### src/rtl/zrd_pkg.sv
// Shared types, constants and register codes of the zero-run detector.
package zrd_pkg;

    localparam int ARITH_W        = 64;
    localparam int OFFSET_BITS    = 48;
    localparam int MAX_GROUP_LIST = 15;
    localparam int FIFO_DEPTH     = 4;
    localparam int CFG_DATA_W     = 48;
    localparam int CFG_IDX_W      = 2;

    localparam logic [47:0] MIN_RUN_RESET  = 48'd100;
    localparam logic [31:0] BLOCK_RESET    = 32'd4096;
    localparam logic [7:0]  ZERO_BYTE      = 8'd0;

    localparam logic [CFG_IDX_W-1:0] REG_MIN_RUN    = 2'd0;
    localparam logic [CFG_IDX_W-1:0] REG_GROUP_SIZE = 2'd1;
    localparam logic [CFG_IDX_W-1:0] REG_BLOCK      = 2'd2;
    localparam logic [CFG_IDX_W-1:0] REG_QUIET      = 2'd3;

    localparam logic [1:0] KIND_REGION = 2'd0;
    localparam logic [1:0] KIND_GROUP  = 2'd1;
    localparam logic [1:0] KIND_QUIET  = 2'd2;

    localparam logic [1:0] CLS_HEADER   = 2'd0;
    localparam logic [1:0] CLS_BOUNDARY = 2'd1;
    localparam logic [1:0] CLS_MID      = 2'd2;
    localparam logic [1:0] CLS_NONE     = 2'd3;

    typedef struct packed {
        logic [7:0] data_byte;
        logic       stream_end;
    } t_item;

    typedef struct packed {
        logic [1:0]  record_kind;
        logic [47:0] run_start;
        logic [47:0] run_length;
        logic [47:0] group_number;
        logic [31:0] group_block;
        logic [47:0] group_byte_offset;
        logic [1:0]  position_class;
        logic [2:0]  header_blocks_covered;
        logic        list_truncated;
        logic        last_of_report;
    } t_result;

    typedef struct packed {
        logic [ARITH_W-1:0] start;
        logic [ARITH_W-1:0] len;
    } t_run;

endpackage

### src/rtl/zrd_fifo.sv
// Short register queue of pending runs between front and back end.
module zrd_fifo import zrd_pkg::*; #(
    parameter int DEPTH = FIFO_DEPTH
) (
    input  logic i_clk,
    input  logic i_rst_n,
    input  logic i_push,
    input  t_run i_data,
    input  logic i_pop,
    output t_run o_data,
    output logic o_empty,
    output logic o_full
);
    localparam int PW = (DEPTH > 1) ? $clog2(DEPTH) : 1;
    localparam int CW = $clog2(DEPTH + 1);

    t_run          r_mem [DEPTH];
    logic [PW-1:0] r_wr, r_rd;
    logic [CW-1:0] r_cnt;

    assign o_empty = (r_cnt == '0);
    assign o_full  = (r_cnt == CW'(DEPTH));
    assign o_data  = r_mem[r_rd];

    always_ff @(posedge i_clk) begin
        if (i_push) begin
            r_mem[r_wr] <= i_data;
        end
    end

    always_ff @(posedge i_clk) begin
        if (!i_rst_n) begin
            r_wr  <= '0;
            r_rd  <= '0;
            r_cnt <= '0;
        end else begin
            if (i_push) begin
                r_wr <= (r_wr == PW'(DEPTH - 1)) ? '0 : r_wr + PW'(1);
            end
            if (i_pop) begin
                r_rd <= (r_rd == PW'(DEPTH - 1)) ? '0 : r_rd + PW'(1);
            end
            r_cnt <= r_cnt + CW'(i_push) - CW'(i_pop);
        end
    end
endmodule

### config.mk
export PLATFORM = sky130hd
export DESIGN_NAME = zrd_fifo
export DESIGN_NICKNAME = d
export VERILOG_FILES = /design/src/rtl/zrd_pkg.sv /design/src/rtl/zrd_fifo.sv
export SDC_FILE = /design/constraint.sdc
export NUM_CORES = 1
export LEC_CHECK = 0
export BUFFER_PORTS_ARGS = -buffer_cell sky130_fd_sc_hd__buf_2
export CAP_MARGIN = 20
export CORE_ASPECT_RATIO = 1.2
export CORE_MARGIN = 3
export CORE_UTILIZATION = 50
export DETAILED_ROUTE_END_ITERATION = 12
export PLACE_DENSITY = 0.71
export SETUP_SLACK_MARGIN = 0.15
export SYNTH_ARGS = -nofsm -noshare
export SYNTH_HDL_FRONTEND = slang
export SYNTH_SLANG_ARGS = --single-unit
### constraint.sdc
create_clock -name i_clk -period 6.05 [get_ports i_clk]
set_input_delay 0.3025 -clock i_clk [delete_from_list [all_inputs] [get_ports i_clk]]
set_output_delay 0.3025 -clock i_clk [all_outputs]
set_load 0.03 [all_outputs]
# --- Yosys cells after proc, flatten, opt, wreduce, memory -nomap -nowiden ---
# Memory sizes are Yosys's and may differ from the RTL's. A register that Yosys moved wholly into a read port is not among the register bits.
# Index checks and enable logic that the tools add are counted.
totals:
  latch_bits: 0
  rom_bits: 0
  elab_cells: 18
  regBits: 7
  input_bits: 132
  output_inout_bits: 130
  n_memories: 1
  mem_bits_rw: 512
classes:
  n_eq_ne: 3
  n_shift: 0
  div_mod_pow: 0
  n_lt_le_gt_ge: 0
  n_mux: 6
  n_mul: 0
  bitwise: 0
  addsub: 4
  reduce_logical: 1
mem_list:
  columns: ["memory", "depth", "width", "rd", "rd_ports_with_merged_regs", "write_ports", "line_no", "text"]
  rows:
  - ["r_mem", 4, 128, 1, 1, 1, "zrd_fifo.sv:17", "t_run r_mem [DEPTH];"]
op_table:
  columns: ["operator", "count"]
  rows:
  - ["2-to-1 mux 2 bit", 4]
  - ["adder 2 x 1 -> 2 bit (second input constant)", 2]
  - ["== test 2 bit (second input constant)", 2]
  - ["adder 3 x 1 -> 3 bit", 1]
  - ["== test 3 bit (second input constant)", 1]
  - ["logical NOT 3 bit", 1]
  - ["subtractor 3 x 1 -> 3 bit", 1]
  - ["2-to-1 mux 1 bit", 2]

# --- Depth between registers and ports, before layout ---
# Gate-level depths: netlist of run 1.
logic_depth:
  word_depth: 4
  depth_mapped: 7
  ltp_nobuf: 7

# --- Worst setup path before layout of run 1 ---
# Ideal clock, no wire load.
synth_timing:
  path_kind: "register to register"
  startpoint: "reg r_wr[0]"
  endpoint: "mem r_mem[0][0] (netlist bit) (enable)"
  setup_time_ns: 0.502
  setup_slack_ns: 2.072
  period_less_slack_ns: 3.978
  path_stages_with_launch: 4
  n_path_buf: 0
  required_time_ns: 5.548
  arrival_time_ns: 3.476
  cell_sequence: "dfxtp_1 -> inv_1 -> ha_1 -> and2_1"
synth_lines:
  columns: ["item", "line_no", "text"]
  rows:
  - ["from (decl)", "zrd_fifo.sv:18", "logic [PW-1:0] r_wr, r_rd;"]
  - ["from (signal assigned)", "zrd_fifo.sv:38", "r_wr <= (r_wr == PW'(DEPTH - 1)) ? '0 : r_wr + PW'(1);"]
  - ["to (decl)", "zrd_fifo.sv:17", null]
# Straight into the memory's write port.

==> results of run 1 <==
kinds of logic after synthesis:
family,after synthesis
adders and majority gates,8
muxes,130
buffers and inverters,35
and+or+nand+nor,15
AOI/OAI and AO/OA,2
DFF,521
xor gates and xnor gates,1
final cells by class:
cell class / instances / share of cell area (%)
flip-flops and latches: 521 / 66.37
clock inverters: 21 / 0.6830
multi-input cells: 156 / 13.41
inverters: 7 / 0.1121
clock buffers: 60 / 5.315
well taps: 474 / 2.529
repair buffers: 402 / 11.57
diodes: 1 / 0.01067
through the flow:
step	setup slack [ns]	hold slack, ns	area [sq um]	power (uW)	instances
floorplan	2.072	0.4014	19030	4820	712
global placement	3.329	0.4889	20750	5057	1431
detailed placement	3.330	0.5007	20750	5073	1431
CTS	2.714	0.06331	23450	7880	1641
global route	2.539	0.1109	23450	8090	1642
finish	2.833	0.09837	23450	7810	1642
registers in the layout (all words and copies together) (netlist names), named ones only:
name	cells
r_wr	2
r_rd	2
r_mem	512
r_cnt	3
layer usage:
metal / wire (microns) / track usage, % / vias up
met1: 14170 / 23.53 / 4707
met2: 18710 / 30.58 / 298
met4: 781 / 5.067 / 0
met5: 0 / 0 / -
li1: - / - / 3925
met3: 2673 / 5.300 / 49
worst max-delay path: stages, from the launching register on:
cell	delay [ns]
dfxtp_4	0.84
buf_4	0.66
mux4_2	0.63
buf_2	0.21
cell usage in the layout, fill, tap and decap left out, types with 7 or more instances in the layout:
| cell type | n |
|---|---|
| inv_1 | 7 |
| clkinv_1 | 10 |
| edfxtp_1 | 512 |
| mux4_2 | 128 |
| buf_4 | 10 |
| buf_2 | 261 |
| dlygate4sd3_1 | 129 |
| ha_1 | 7 |
| clkbuf_16 | 48 |
| dfxtp_1 | 7 |
| clkbuf_1 | 12 |
what timing repair did:
action,CTS,global route
endpoints found under the hold margin,514,0
gates resized for setup,0,0
hold buffers,129,0
how the worst min path moves through the flow:
stage / cells after the start / endpoint / start
floorplan: 0 / r_mem[0][0] / i_data[0]
global placement: 2 / register / r_rd[0]
detailed placement: 2 / register / r_rd[0]
CTS: 3 / register / i_pop
global route: 3 / register / i_pop
finish: 3 / register / i_pop
power breakdown:
part	switching (uW)	total (uW)	internal, uW
Sequential	50.5	4170	4120
Clock	1220	2750	1540
Combinational	534	883	349
Total	1800	7810	6010
==> results.md, run 1 <==
* Distinct cells, synth at 19
* Initial Utilization at 51.17%
* Util after Layout at 63.05%
* Crit Path Max Fanout at 37
* WP data arrival at 2.91 ns
* Max cap viols at 0
* Final setup TNS at 0 ns
* Vias in the first global route at 9950
* Clock latency on the worst-skew pair at 0.56 ns
* Clock skew at 0.01910 ns
* Unrepaired setup endpoints after global routing: no
* Critical path class: reg -> out
* Final ANT Viol Nets at 0
* Leading cell type by number of instances after synthesis: edfxtp_1
* Full die area at 40450 sq um
* Global-route usage over all layers at 18.21%
* RR Startpoint: r_wr[0]
* Dominant synthesized flop cell: edfxtp_1
* Top post-synthesis cells by count: 512 x edfxtp_1, 128 x mux4_2, 13 x buf_2, 10 x buf_12, 9 x dfxtp_1
* Io pins at 262
* CTS tree: done
* Clock transition at the registers of the reported paths at 0.06 ns
* Register area share after synthesis at 81.74%
* Post-Synth Simple-Gate Area at 0.4734%
* Final Max Tran Viols at 0
* Fillers at 2467
* GPL Wtd Cong at 0.7256
* Crit end category: primary output
* Largest family of logic cells by synthesized area: multiplexers
* Total CTS buffers at 48
* Area of the multi-input gates at 3144 sq um
* GRT overflow at 0
* Max clock buf depth at 3
* Highest Clock Rate at 310.9 MHz
* Die height at 219.7 microns
* FF-to-FF End: r_mem[0][94]
* Post-synthesis adder-cell area fraction at 0.5655%
* Multiplexer share of the synthesized area at 15.25%
* Post-Syn Area at 19030 sq um
* Initial DRC Count at 577
* Worst endpoint required time at 5.75 ns
* Nets at 1276
* H-Tree Depth at 2
* XOR/XNOR share of the synthesized area at 0.1249%
* Die width at 184.1 microns
* Syn Area/Cell at 26.73 sq um
* Async SR Flop Fraction at 0%
* Area of the core at 37190 sq um
* Max VDD drop at 0.4333 mV
* Largest net degree at the start of global routing at 104
* Initial antenna violation count at 1
* Yosys top cell by area: edfxtp_1
* Crit start category: register
* Worst-margin pin slew at 0.9815 ns
* Compound-Gate Fraction of Synth Area at 0.05260%
* Vias/cell at 5.468
* Clock tree sinks at 521
* Syn_nets at 852
* CTS Root Cell: clkbuf_16
* Final Critical Period at 3.217 ns
* CP Capture Point: o_data[26]
* Slack of the worst reg-to-reg path at 3.56 ns
* Area share of the largest cell type after synthesis at 80.79%
* First-pass GRT wire length at 56720 microns
* Row count at 77
* Area contributors post-synth: edfxtp_1 81%, mux4_2 15%, buf_12 1.1%
* Drt total wl at 36330 microns
* Post-DR wirelength/cell at 22.13 microns
* Hold Vio Cnt, Final at 0
* Post-Synthesis Cells at 712
* Syn-to-layout area delta at 23.22%
* Max-Slew Margin vs Limit at 34.57%
* Buffers added on ports at 261
* Depth of the worst register-to-register path at 4
* Post-DP HPWL at 20870 microns
* Post-CTS Repair Setup Buffers at 0
* DRC viols at 0
* Share of cells above drive strength 1 at 40.10%
* Synth warn at 0
* First-pass DRT Iterations at 5
* Pwr/cell area at 333.1 nW/um^2
* Routed vias at 8979
* Hold Path Class: in -> reg
* EDFF count, synth at 512
* Final period util at 53.17%
* Status: finished clean
* FF+latch area at 15560 sq um
* Finish-stage setup viols at 0
* Flops & latches, synth at 521
* LEAKAGE at 0.007957 uW
(Power assumes the default switching activity.)
==> run 2, diff against run 1 <==
clock period = 3.18 ns   (was 6.05 ns; I/O delays follow)
==> run 2 against run 1 <==
Compared with the run above:
- critical path depth stayed put
- largest power group unchanged
- critical endpoint is now o_data[38]
- non-clock buffer count up 6
- global-route usage grew 0.37 points
- first-iteration DRC count shrank 0.52%
- clock power increased by 96%
==> results.md, run 2 (synthesis gave the netlist of run 1 again) <==
* Max-Slew Margin vs Limit at 43.28% (+8.7 points)
* Fillers at 2488 (+0.85%)
* Clock tree sinks at 521 (unchanged)
* Vias in the first global route at 10010 (+0.63%)
* Unrepaired setup endpoints after global routing: no
* DRC viols at 0 (unchanged)
* Worst-margin pin slew at 0.8508 ns (-0.1307 ns)
* Share of cells above drive strength 1 at 40.54% (+0.44 points)
* Slack of the worst reg-to-reg path at 1.35 ns (-2.21 ns)
* CP Depth at 3 (unchanged)
* Clock latency on the worst-skew pair at 0.55 ns (about the same)
* Hold buffer count at CTS at 131 (+1.6%)
* CTS Root Cell: clkbuf_16
* Die height at 219.7 microns (unchanged)
* First-pass DRT Iterations at 5 (unchanged)
* WP data arrival at 2.38 ns (-0.53 ns)
* FF-to-FF End: r_mem[1][73]
* Crit end category: primary output
* Highest Clock Rate at 394.1 MHz
* First-pass GRT wire length at 56930 microns (+0.36%)
* LEAKAGE at 0.008048 uW (+1.2%)
* Hold Vio Cnt, Final at 0 (unchanged)
* CP Capture Point: o_data[38]
* Initial Utilization at 51.17% (unchanged)
* Cell chain of the critical path: buf_12, mux4_2, buf_2
* CTS tree: done
* Slowest-stage cell, CP: dfxtp_4
* GPL Wtd Cong at 0.7135 (-1.7%)
* Max cap viols at 0 (unchanged)
* Largest net degree at the start of global routing at 129 (+24%)
* Area of the core at 37190 sq um (unchanged)
* Full die area at 40450 sq um (unchanged)
* Depth of the worst register-to-register path at 4 (unchanged)
* RR Startpoint: r_wr[1]
* Max reg flops at 512 (unchanged)
* Largest delay share family, worst path: flip-flops
* Final ANT Viol Nets at 0 (unchanged)
* Syn-to-layout area delta at 24.56%
* Io pins at 262 (unchanged)
* Max VDD drop at 0.5613 mV (+30%)
* Register with the most flip-flops: r_mem
* Worst endpoint required time at 3.02 ns (-2.73 ns)
* Final setup TNS at 0 ns (unchanged)
* Total CTS buffers at 49 (+2.1%)
* Initial DRC Count at 574 (-0.52%)
* Routed vias at 8990 (+0.12%)
* Post-Layout Cell Count at 1657 (+0.91%)
* Commonest non-fill, non-tap cells in the layout: 512 x edfxtp_1, 261 x buf_2, 131 x dlygate4sd3_1
* Post-CTS Repair Setup Buffers at 0 (unchanged)
* Global-route usage over all layers at 18.58% (+0.37 points)
* Status: finished clean
* Row count at 77 (unchanged)
* Clock transition at the registers of the reported paths at 0.06 ns (about the same)
* Largest regs: r_mem: 512 flops, r_cnt: 3 flops
* Post_cts resized at 0 (unchanged)
* Max clock buf depth at 3 (unchanged)
* Nets at 1283 (+0.55%)
* Post-DR wirelength/cell at 22.33 microns (+0.92%)
* Hold Path Class: in -> reg
* H-Tree Depth at 2 (unchanged)
* Buffers added on ports at 261 (unchanged)
* Inst Count DP at 1435 (+0.28%)
* Vias/cell at 5.425 (-0.78%)
* Die width at 184.1 microns (unchanged)
* Commonest non-fill, non-tap cell in the layout: edfxtp_1
* Final Max Tran Viols at 0 (unchanged)
* Initial antenna violation count at 4 (+3)
* Crit Path Max Fanout at 58 (+57%)
* Finish-stage setup viols at 0 (unchanged)
* GRT overflow at 0 (unchanged)
* Final period util at 79.80%
* Clock skew at 0.01864 ns (-0.0004601 ns)
* Critical path class: reg -> out
* Crit path largest cell delay at 0.76 ns (-0.08 ns)
* Hold path depth at 2 (-1)
* Final Critical Period at 2.538 ns
* Pwr/cell area at 634.9 nW/um^2 (+91%)
* Drt total wl at 37010 microns (+1.8%)
* Post-DP HPWL at 21240 microns (+1.7%)
* Crit start category: register
* Crit path buf inv count at 2 (unchanged)
## run 2: changes by cell type in the layout (fill, tap and decap cells not counted), sizes merged
| cell | previous run | this run |
|---|---|---|
| clkbuf | 60 | 68 |
| inv | 8 | 9 |
| clkinvlp | 1 | 3 |
| buf | 273 | 277 |
| clkinv | 17 | 12 |
| diode | 1 | 4 |
| dlygate4sd3 | 129 | 131 |
## run 2: power breakdown
group / internal, uW / leakage, uW / switching, uW
sequential: 7840 / 0.00478 / 88.2
clock: 3070 / 0.000715 / 2320
combinational: 688 / 0.00256 / 1040
total: 11600 / 0.00805 / 3450
## run 2: through the flow
stage                     cell area [sq um]  hold WS [ns]  setup WS, ns  utilization, %  power [uW]
final                                 23700        0.3472        0.6424           63.74       15050
after global routing                  23700        0.3307        0.5248           63.73       15600
after CTS                             23690        0.3133        0.5908           63.71       15210
after detailed placement              20900        0.3755         1.204           56.21        9684
after global placement                20900        0.3701         1.195           56.21        9650
after floorplan                       19030        0.2579        0.6264               -        9153
## run 2: worst register-to-register path: stages (launching register included)
cell	delay (ns)
dfxtp_1	0.34
inv_1	0.09
ha_1	0.14
and2_4	0.61
buf_4	0.34
## run 2: worst min-delay path by stage
stage | from | endpoint
floorplan | i_data[0] | r_mem[0][0]
global placement | i_data[68] | r_mem[0][68]
detailed placement | i_data[107] | r_mem[0][107]
CTS | i_data[100] | r_mem[0][100]
global route | i_data[118] | r_mem[3][118]
finish | i_data[40] | r_mem[0][40]
## run 2: per-layer routing
metal	global-route usage [%]	vias up	part of all wire [%]
met1	23.65	4679	39
met4	5.117	0	2.1
met5	0	-	0
met3	6.257	59	8.5
met2	30.97	305	51
li1	-	3947	-
## run 2: final cells by class
cell class | instances | area, sq um | share of cell area, %
timing repair buffer | 408 | 2888 | 12.18
clock inverter | 19 | 152.6 | 0.6440
inverter | 7 | 26.28 | 0.1108
antenna | 4 | 10.01 | 0.04223
sequential | 521 | 15560 | 65.65
multi-input combinational | 156 | 3144 | 13.26
tap | 474 | 593.1 | 2.502
clock buffer | 68 | 1328 | 5.600
