==> config.mk <==
export PLATFORM = sky130hd
export DESIGN_NAME = zrd_back_flat
export DESIGN_NICKNAME = d
export VERILOG_FILES = /design/src/rtl/zrd_pkg.sv /design/src/rtl/zrd_if.sv /design/src/rtl/zrd_div.sv /design/src/rtl/zrd_back.sv /design/src/flat_wrapper.sv
export SDC_FILE = /design/constraint.sdc
export NUM_CORES = 2
export LEC_CHECK = 0
export ABC_CLOCK_PERIOD_IN_PS = 12600
export BUFFER_PORTS_ARGS = -buffer_cell sky130_fd_sc_hd__clkbuf_2
export CAP_MARGIN = 5
export CORE_MARGIN = 2
export CORE_UTILIZATION = 40
export DETAILED_ROUTE_END_ITERATION = 7
export SLEW_MARGIN = 20
export SYNTH_ARGS = -nofsm -noshare
export SYNTH_HDL_FRONTEND = slang
export SYNTH_SLANG_ARGS = --single-unit
==> constraint.sdc <==
create_clock -name i_clk -period 12.6 [get_ports i_clk]
set_input_delay 1.89 -clock i_clk [delete_from_list [all_inputs] [get_ports i_clk]]
set_output_delay 1.89 -clock i_clk [all_outputs]
set_load 0.05 [all_outputs]
==> src/rtl/zrd_pkg.sv <==
// Shared types, constants and register codes of the zero-run detector.
package zrd_pkg;

    localparam int ARITH_W        = 64;
    localparam int OFFSET_BITS    = 48;
    localparam int MAX_GROUP_LIST = 15;
    localparam int FIFO_DEPTH     = 4;
    localparam int CFG_DATA_W     = 48;
    localparam int CFG_IDX_W      = 2;

    localparam logic [47:0] MIN_RUN_RESET  = 48'd100;
    localparam logic [31:0] BLOCK_RESET    = 32'd4096;
    localparam logic [7:0]  ZERO_BYTE      = 8'd0;

    localparam logic [CFG_IDX_W-1:0] REG_MIN_RUN    = 2'd0;
    localparam logic [CFG_IDX_W-1:0] REG_GROUP_SIZE = 2'd1;
    localparam logic [CFG_IDX_W-1:0] REG_BLOCK      = 2'd2;
    localparam logic [CFG_IDX_W-1:0] REG_QUIET      = 2'd3;

    localparam logic [1:0] KIND_REGION = 2'd0;
    localparam logic [1:0] KIND_GROUP  = 2'd1;
    localparam logic [1:0] KIND_QUIET  = 2'd2;

    localparam logic [1:0] CLS_HEADER   = 2'd0;
    localparam logic [1:0] CLS_BOUNDARY = 2'd1;
    localparam logic [1:0] CLS_MID      = 2'd2;
    localparam logic [1:0] CLS_NONE     = 2'd3;

    typedef struct packed {
        logic [7:0] data_byte;
        logic       stream_end;
    } t_item;

    typedef struct packed {
        logic [1:0]  record_kind;
        logic [47:0] run_start;
        logic [47:0] run_length;
        logic [47:0] group_number;
        logic [31:0] group_block;
        logic [47:0] group_byte_offset;
        logic [1:0]  position_class;
        logic [2:0]  header_blocks_covered;
        logic        list_truncated;
        logic        last_of_report;
    } t_result;

    typedef struct packed {
        logic [ARITH_W-1:0] start;
        logic [ARITH_W-1:0] len;
    } t_run;

endpackage

==> src/rtl/zrd_if.sv <==
// Valid/ready channel carrying one payload of a given type.
interface zrd_if #(parameter type T = logic) ();
    logic valid;
    logic ready;
    T     data;
    modport source (output valid, output data, input ready);
    modport sink (input valid, input data, output ready);
endinterface

==> src/rtl/zrd_div.sv <==
// Restoring divider, one quotient bit per cycle.
module zrd_div import zrd_pkg::*; #(
    parameter int W = ARITH_W
) (
    input  logic         i_clk,
    input  logic         i_rst_n,
    input  logic         i_start,
    input  logic [W-1:0] i_dividend,
    input  logic [W-1:0] i_divisor,
    output logic         o_done,
    output logic [W-1:0] o_quo,
    output logic [W-1:0] o_rem
);
    localparam int CW = $clog2(W + 1);

    logic [W-1:0]  r_rem, r_quo, r_div;
    logic [CW-1:0] r_cnt;
    logic          r_busy, r_done, ge;
    logic [W:0]    shifted, diff;

    assign shifted = {r_rem, r_quo[W-1]};
    assign ge      = shifted >= {1'b0, r_div};
    assign diff    = shifted - {1'b0, r_div};
    assign o_done  = r_done;
    assign o_quo   = r_quo;
    assign o_rem   = r_rem;

    always_ff @(posedge i_clk) begin
        if (i_start) begin
            r_rem <= '0;
            r_quo <= i_dividend;
            r_div <= i_divisor;
        end else if (r_busy) begin
            r_rem <= ge ? diff[W-1:0] : shifted[W-1:0];
            r_quo <= {r_quo[W-2:0], ge};
        end
    end

    always_ff @(posedge i_clk) begin
        if (!i_rst_n) begin
            r_busy <= 1'b0;
            r_done <= 1'b0;
            r_cnt  <= '0;
        end else begin
            r_done <= r_busy && (r_cnt == CW'(1));
            if (i_start) begin
                r_busy <= 1'b1;
                r_cnt  <= CW'(W);
            end else if (r_busy) begin
                r_cnt <= r_cnt - CW'(1);
                if (r_cnt == CW'(1)) begin
                    r_busy <= 1'b0;
                end
            end
        end
    end
endmodule

==> src/rtl/zrd_back.sv <==
// Back end: annotates one queued run and emits its result items.
module zrd_back import zrd_pkg::*; #(
    parameter int MAX_GROUPS = MAX_GROUP_LIST
) (
    input  logic        i_clk,
    input  logic        i_rst_n,
    input  logic        i_empty,
    input  t_run        i_run,
    output logic        o_pop,
    input  logic [31:0] i_group_size,
    input  logic [31:0] i_block,
    input  logic        i_quiet,
    zrd_if.source       o_res
);
    localparam int CW = $clog2(MAX_GROUPS + 1);
    localparam logic [ARITH_W-1:0] ALL_ONES = '1;

    typedef enum logic [3:0] {
        S_IDLE, S_MUL, S_DIV1, S_WAIT1, S_DIV2, S_WAIT2, S_COUNT, S_REP, S_ENTRY
    } t_state;

    t_state             r_state;
    logic [ARITH_W-1:0] r_start, r_len, r_gbytes, r_end, r_gnum, r_goff, r_cbase, r_ebase;
    logic [31:0]        r_gblk;
    logic [1:0]         r_cls;
    logic [CW-1:0]      r_cnt, r_idx;
    logic               r_trunc, r_ov;
    t_result            r_out;

    logic               div_start, div_done;
    logic [ARITH_W-1:0] div_a, div_b, div_q, div_r;
    logic [ARITH_W:0]   end_sum, next_sum;
    logic [ARITH_W-1:0] room;
    logic [33:0]        blk1, blk2, blk3;
    logic [2:0]         hdr;
    logic               list_end;
    t_result            rep_item, ent_item, short_item;

    assign div_start = (r_state == S_DIV1) || (r_state == S_DIV2);
    assign div_a     = (r_state == S_DIV1) ? r_start : r_goff;
    assign div_b     = (r_state == S_DIV1) ? r_gbytes : ARITH_W'(i_block);

    zrd_div #(.W(ARITH_W)) u_div (
        .i_clk      (i_clk),
        .i_rst_n    (i_rst_n),
        .i_start    (div_start),
        .i_dividend (div_a),
        .i_divisor  (div_b),
        .o_done     (div_done),
        .o_quo      (div_q),
        .o_rem      (div_r)
    );

    assign end_sum  = {1'b0, r_start} + {1'b0, r_len};
    assign next_sum = {1'b0, r_cbase} + {1'b0, r_gbytes};
    assign list_end = next_sum[ARITH_W] || (next_sum[ARITH_W-1:0] >= r_end);
    assign room     = r_end - r_ebase;
    assign blk1     = {2'b00, i_block};
    assign blk2     = {1'b0, i_block, 1'b0};
    assign blk3     = blk1 + blk2;
    assign hdr      = 3'(room != '0) + 3'(ARITH_W'(blk1) < room)
                    + 3'(ARITH_W'(blk2) < room) + 3'(ARITH_W'(blk3) < room);

    assign o_res.valid = r_ov;
    assign o_res.data  = r_out;
    assign o_pop       = (r_state == S_IDLE) && !i_empty;

    always_comb begin
        rep_item                       = '0;
        rep_item.record_kind           = KIND_REGION;
        rep_item.run_start             = r_start[47:0];
        rep_item.run_length            = r_len[47:0];
        rep_item.group_number          = r_gnum[47:0];
        rep_item.group_block           = r_gblk;
        rep_item.group_byte_offset     = r_goff[47:0];
        rep_item.position_class        = r_cls;
        rep_item.list_truncated        = r_trunc || (!list_end && r_cnt == CW'(MAX_GROUPS));
        rep_item.last_of_report        = (r_cnt == '0);
        ent_item                       = '0;
        ent_item.record_kind           = KIND_GROUP;
        ent_item.run_start             = r_start[47:0];
        ent_item.run_length            = r_len[47:0];
        ent_item.group_number          = 48'(r_gnum + ARITH_W'(r_idx) + ARITH_W'(1));
        ent_item.position_class        = CLS_HEADER;
        ent_item.header_blocks_covered = hdr;
        ent_item.list_truncated        = r_trunc;
        ent_item.last_of_report        = (r_idx + CW'(1) == r_cnt);
        short_item                     = '0;
        short_item.record_kind         = i_quiet ? KIND_QUIET : KIND_REGION;
        short_item.run_start           = i_run.start[47:0];
        short_item.run_length          = i_run.len[47:0];
        short_item.position_class      = CLS_NONE;
        short_item.last_of_report      = 1'b1;
    end

    always_ff @(posedge i_clk) begin
        if (!i_rst_n) begin
            r_state <= S_IDLE;
            r_ov    <= 1'b0;
        end else begin
            case (r_state)
                S_IDLE: begin
                    if (!i_empty) begin
                        r_start <= i_run.start;
                        r_len   <= i_run.len;
                        r_cnt   <= '0;
                        r_idx   <= '0;
                        r_trunc <= 1'b0;
                        if (i_quiet || i_group_size == '0 || i_block == '0) begin
                            r_out   <= short_item;
                            r_ov    <= 1'b1;
                            r_state <= S_REP;
                        end else begin
                            r_state <= S_MUL;
                        end
                    end
                end
                S_MUL: begin
                    r_gbytes <= ARITH_W'(i_group_size) * ARITH_W'(i_block);
                    r_end    <= end_sum[ARITH_W] ? ALL_ONES : end_sum[ARITH_W-1:0];
                    r_state  <= S_DIV1;
                end
                S_DIV1: begin
                    r_state <= S_WAIT1;
                end
                S_WAIT1: begin
                    if (div_done) begin
                        r_gnum  <= div_q;
                        r_goff  <= div_r;
                        r_cbase <= r_start - div_r;
                        r_state <= S_DIV2;
                    end
                end
                S_DIV2: begin
                    r_state <= S_WAIT2;
                end
                S_WAIT2: begin
                    if (div_done) begin
                        r_gblk  <= div_q[31:0];
                        if (div_r != '0) begin
                            r_cls <= CLS_MID;
                        end else if (div_q <= ARITH_W'(3)) begin
                            r_cls <= CLS_HEADER;
                        end else begin
                            r_cls <= CLS_BOUNDARY;
                        end
                        r_state <= S_COUNT;
                    end
                end
                S_COUNT: begin
                    if (list_end) begin
                        r_state <= S_REP;
                        r_ov    <= 1'b1;
                        r_out   <= rep_item;
                    end else if (r_cnt == CW'(MAX_GROUPS)) begin
                        r_trunc <= 1'b1;
                        r_state <= S_REP;
                        r_ov    <= 1'b1;
                        r_out   <= rep_item;
                    end else begin
                        if (r_cnt == '0) begin
                            r_ebase <= next_sum[ARITH_W-1:0];
                        end
                        r_cbase <= next_sum[ARITH_W-1:0];
                        r_cnt   <= r_cnt + CW'(1);
                    end
                end
                S_REP: begin
                    if (o_res.ready) begin
                        if (r_cnt != '0) begin
                            r_out   <= ent_item;
                            r_idx   <= r_idx + CW'(1);
                            r_ebase <= r_ebase + r_gbytes;
                            r_state <= S_ENTRY;
                        end else begin
                            r_ov    <= 1'b0;
                            r_state <= S_IDLE;
                        end
                    end
                end
                S_ENTRY: begin
                    if (o_res.ready) begin
                        if (r_idx == r_cnt) begin
                            r_ov    <= 1'b0;
                            r_state <= S_IDLE;
                        end else begin
                            r_out   <= ent_item;
                            r_idx   <= r_idx + CW'(1);
                            r_ebase <= r_ebase + r_gbytes;
                        end
                    end
                end
                default: begin
                    r_state <= S_IDLE;
                    r_ov    <= 1'b0;
                end
            endcase
        end
    end
endmodule

==> src/flat_wrapper.sv <==
// flat-port wrapper written by rule: the top's interface ports become plain ports
module zrd_back_flat import zrd_pkg::*;
#(
    parameter int MAX_GROUPS = MAX_GROUP_LIST
)
  (i_clk, i_rst_n, i_empty, i_run, o_pop, i_group_size, i_block, i_quiet, o_res_valid, o_res_data, o_res_ready);
  zrd_if o_res_i ();
  input  logic i_clk;
  input  logic i_rst_n;
  input  logic i_empty;
  input  t_run i_run;
  output logic o_pop;
  input  logic [31:0] i_group_size;
  input  logic [31:0] i_block;
  input  logic i_quiet;
  output wire logic [$bits(o_res_i.valid)-1:0] o_res_valid;
  output wire logic [$bits(o_res_i.data)-1:0] o_res_data;
  input wire logic [$bits(o_res_i.ready)-1:0] o_res_ready;
  assign o_res_valid = o_res_i.valid;
  assign o_res_data = o_res_i.data;
  assign o_res_i.ready = o_res_ready;
  zrd_back #(.MAX_GROUPS(MAX_GROUPS)) u_core (.i_clk(i_clk), .i_rst_n(i_rst_n), .i_empty(i_empty), .i_run(i_run), .o_pop(o_pop), .i_group_size(i_group_size), .i_block(i_block), .i_quiet(i_quiet), .o_res(o_res_i));
endmodule
# Yosys cells after proc, flatten, opt, wreduce, memory -nomap -nowiden
# Cells that the tools add are included.
classes:
  n_lt_le_gt_ge: 2
  n_eq_ne: 25
  bitwise: 3
  mul: 1
  n_reduce_logical: 28
  mux: 52
  add_sub_neg: 7
ops:
  columns: ["op", "count"]
  rows:
  - ["64-bit 2-to-1 mux", 7]
  - ["64-bit by 64-bit adder with 65-bit output", 2]
  - ["64-bit case mux with 2 select lines", 1]
  - ["64-bit subtractor", 2]
  - ["65-bit by 64-bit >= comparator with 1-bit output", 1]
  - ["64-bit >= comparator", 1]
  - ["32-bit zero test", 2]
  - ["32-bit by 32-bit multiplier with 64-bit output", 1]
  - ["4-bit 2-to-1 mux", 16]
  - ["4-bit case mux with 9 select lines", 1]
  - ["32-bit 2-to-1 mux", 1]
  - ["2-bit inequality test, second input constant", 10]
  - ["1-bit 2-to-1 mux", 19]
  - ["4-bit by 3-bit equality test with 1-bit output, second input constant", 4]
  - ["7-bit 2-to-1 mux", 2]
  - ["7-bit AND reduction", 2]
  - ["4-bit case mux with 3 select lines", 1]
  - ["5-bit AND reduction", 2]
  - ["9-bit AND reduction", 1]
  - ["4-bit by 1-bit adder with 4-bit output, second input constant", 2]
  - ["4-bit by 2-bit equality test with 1-bit output, second input constant", 2]
  - ["4-bit equality test", 2]
  - ["4-bit equality test, second input constant", 2]
  - ["4-bit zero test", 2]
  - ["21 further kinds", 32]
word_totals:
  regBits: 599
  inputBits: 197

# Depth between registers and ports, before layout
depth:
  depth_word: 6
  mapped_depth: 29

# Hierarchy
# Synthesis repeated with hierarchy kept, for this count alone.
hier_totals:
  cells_unflattened: 7620
  area_unflattened_um2: 72618.4
by_module_without_submodules:
  columns: ["mod", "n_inst", "seq_area_each_um2", "cells_per_inst", "area_each_um2"]
  rows:
  - ["zrd_back", 1, 11901.4, 6374, 60503.0]
  - ["zrd_div", 1, 5305.1, 1246, 12115.4]

# Worst setup path after synthesis
# OpenSTA, ideal clock, no wires.
synth_path:
  path_type: "input port to flip-flop"
  from: "input i_rst_n"
  to: "register u_core.r_end[0], enable pin"
  required_time_ns: 11.828
  setup_time_ns: 0.772
  arrival_time_ns: 10.853
  cell_stages: 3
  slack_ns: 0.975
  cell_sequence: "clkbuf_1 -> nand2_1 -> nor3_1"
synth_between:
  elab_chain_cells: 1
synth_rtl:
  columns: ["item", "line", "rtl"]
  rows:
  - ["start: declaration", "flat_wrapper.sv:9", "input logic i_rst_n;"]
  - ["2-bit AND reduction (no line)", null, null]
  - ["end signal: assignment", "zrd_back.sv:120", "r_end <= end_sum[ARITH_W] ? ALL_ONES : end_sum[ARITH_W-1:0];"]
  - ["end: declaration", "zrd_back.sv:23", "logic [ARITH_W-1:0] r_start, r_len, r_gbytes, r_end, r_gnum, r_goff, r_cbase, r_ebase;"]
# Every way passes these cells.
# A chain may end at the register's enable or synchronous reset.

# Final worst setup path
layout_path:
  from: "input i_group_size[7]"
  to: "register u_core.r_gbytes[44], data pin"
layout_between:
  elab_chain_cells: 1
layout_rtl:
  columns: ["item", "line", "rtl"]
  rows:
  - ["start: declaration", "flat_wrapper.sv:13", "input logic [31:0] i_group_size;"]
  - ["32-bit by 32-bit multiplier with 64-bit output", "zrd_back.sv:119", "r_gbytes <= ARITH_W'(i_group_size) * ARITH_W'(i_block);"]
  - ["end signal: assignment", "zrd_back.sv:119", null]
  - ["end: declaration", "zrd_back.sv:23", null]
# Every way passes these cells.

==> flow_metrics.tcl <==
set metrics [dict create \
    syn_inst 7703 \
    synth-seq-area-share 0.236 \
    cp_data_required_time_ns 12.95 \
    cts-root-buf "clkbuf_16" \
    gp_congestion 0.950 \
    finalInstanceArea_mm2 0.0780 \
    critPathLaunchType "input port" \
    grt_max_degree 129 \
    relSlewSlack 0.177 \
    area_growth_pct 7.05 \
    grt_util_met1 0.346 \
    ys_seq_elements 599 \
    gr-max-usage-layer "met2" \
    crit_chain "clkbuf_2, and2_1, fa_1, fa_1, inv_1, fa_1, fa_1, inv_1, fa_1, fa_1, fa_1, fa_1, ha_1, nand4_1, nor2_1, o2111ai_1, a21oi_1, nor2_1, o21ai_1, and2_1, a2111oi_2, o41a_1, a221oi_1" \
    syn_nets 9387 \
    htreeDepth 3 \
    cap_violations 0 \
    final_antenna_net_count 0 \
    syn_area_per_cell_um2 9.46 \
    min_path_type "reg2reg" \
    dpl-instance-area_mm2 0.0757 \
    initial_core_util 0.403 \
    clkSinkCount 599 \
    cts_inserted_buffers 69 \
    reg2reg_slack_ns 5.17 \
    synth_area_mm2 0.0728 \
    grt_overflow 0 \
    wl_per_cell_um 23.4 \
    worst_pin_slew_ns 1.24 \
    vias 55800 \
    wl_um 235000 \
    antenna_found_initial 6 \
    async_flop_share 0 \
    clock_latency_ns 0.66 \
    synth_top_area_share 0.247 \
    rsz0062_at_grt "false" \
    io_buffers 199 \
    cp.buffers_inverters 3 \
    placedCellCount 9930 \
    drc_errors 0 \
    dr.pass1.iters 6 \
    ys.warnings.count 0 \
    die_x_um 431 \
    finalHoldViolCount 0 \
    rows 156 \
    whs_ns 0.518 \
    synth_cell_type_count 105 \
    end_kind "flop" \
    chipHeight_um 431 \
    cts_tree "built" \
    path_clk_slew_ns 0.06 \
    core-area_mm2 0.181 \
    post-synth-top-area-cell "fa_1" \
    grt_pass1_vias 57600 \
    clock_skew_ns 0.0252 \
    drive_gt1_frac 0.0621 \
    cp_slowest_cell "clkbuf_2" \
    post_cts_resized 0 \
    use_met2 0.401 \
    critical_path.max_fanout 33 \
    max_freq_mhz 102 \
    met3_usage 0.0371 \
    status "finished clean" \
    routed_via_density 5.55 \
    cp_top_family "adder cells" \
    cts_buffer_depth 3 \
    nets 9315 \
    drt_iter0_drc 4129 \
    io_pins 200 \
    dp_hpwl_um 183000 \
    finalCritPeriodShare 0.777 \
    synth_edf_count 521 \
    cts_setup_buffers 0 \
    fin_cells 10100 \
    drv_slew 0 \
    grt_pass1_wl_um 356000 \
    cpPeakStageDelay_ns 0.65 \
    ys.flop_type "edfxtp_1" \
    setup_violations 0 \
    critPathMostFrequentCell "fa_1" \
    period_minus_slack_ns 9.78 \
    die_area_mm2 0.186 \
    final_cell_mix "inv_1, fa_1, nand2_1" \
    grt_usage 0.253 \
    ctsHoldBuffers 0 \
    final_common_cell "inv_1" \
    cp_data_arrival_time_ns 10.13 \
    critical_path_class "in2reg" \
    ys_top_cells_by_area "fa_1, edfxtp_1, ha_1, inv_1, and2_1" \
    tns_ns 0 \
]
flip-flops by register name, indices dropped and copies added (netlist names), 4 cells and up:
register,count
u_core.u_div.o_quo,64
u_core.u_div.o_rem,64
u_core.r_cbase,64
u_core.r_gbytes,64
u_core.u_div.r_cnt,7
u_core.r_idx,4
u_core.r_len,64
u_core.r_state,4
u_core.r_cnt,4
u_core.r_start,64
u_core.r_end,64
u_core.r_goff,64
u_core.u_div.r_div,64
metrics by stage:
step / utilization / setup slack [ns]
finish: 0.431 / 2.82
global route: 0.431 / 2.68
CTS: 0.431 / 2.99
detailed placement: 0.419 / 2.32
global placement: 0.419 / 2.37
floorplan: - / 0.975
metal layers:
layer,vias to the layer above,part of all wire
met4,4,0.045
met2,2076,0.45
met3,416,0.067
met1,28000,0.44
li1,25300,-
met5,-,0.00011
cell usage after synthesis (9+ instances only):
master / instances
inv_1: 1128
dfxtp_1: 78
edfxtp_1: 521
buf_1: 15
o21bai_1: 75
o21ai_1: 44
or2_2: 14
nor3_1: 56
a211oi_1: 32
a221o_1: 9
nand4_1: 88
a21oi_1: 468
a211o_1: 10
xor2_1: 119
or3_1: 10
nand2_1: 810
a21boi_0: 10
and4_1: 16
a221oi_1: 12
o31ai_1: 19
nand2b_1: 46
nor2_1: 270
o221ai_1: 11
fa_1: 900
nor4_1: 31
buf_2: 26
and2_1: 647
o21a_1: 44
and3_1: 42
mux2i_1: 106
mux2_2: 38
a21o_1: 241
nor2b_1: 46
clkbuf_1: 350
o22ai_1: 23
xnor2_1: 191
ha_1: 587
o21ai_0: 263
nand3_1: 70
a31oi_1: 39
o211ai_1: 20
worst paths after layout:
check                         from             endpoint  depth (start not counted)
max                i_group_size[7]  u_core.r_gbytes[44]                         23
min          u_core.u_div.o_rem[6]     u_core.r_goff[6]                          0
max reg2reg     u_core.r_gbytes[2]    u_core.r_cbase[1]                         22
min reg2reg  u_core.u_div.o_rem[6]     u_core.r_goff[6]                          0
area by class of cell:
type,instances,area [um^2]
clock buffers,85,1890
multi-input cells,5574,49900
fillers,17600,103000
well taps,2370,2970
repair buffers,257,1440
flip-flops and latches,599,17200
clock inverters,36,325
inverters,1130,4240
diodes,5,12.5
logic make-up (layout without fill, tap and decap cells):
group | Yosys count | count (layout) | share of synthesized area
AND/OR/NAND/NOR | 2174 | 2174 | 0.149
buffers and inverters | 1530 | 1508 | 0.0799
adder cells (fa/ha/maj) | 1487 | 1487 | 0.348
AO/OA/AOI/OAI | 1458 | 1458 | 0.129
flip-flops | 599 | 599 | 0.236
XOR/XNOR | 310 | 310 | 0.0373
multiplexers | 145 | 145 | 0.0206
other | 0 | 5 | 0
Power is left out: the tool's default activity adds up to more than one toggle a clock period on the data nets, which glitch-free logic cannot reach.
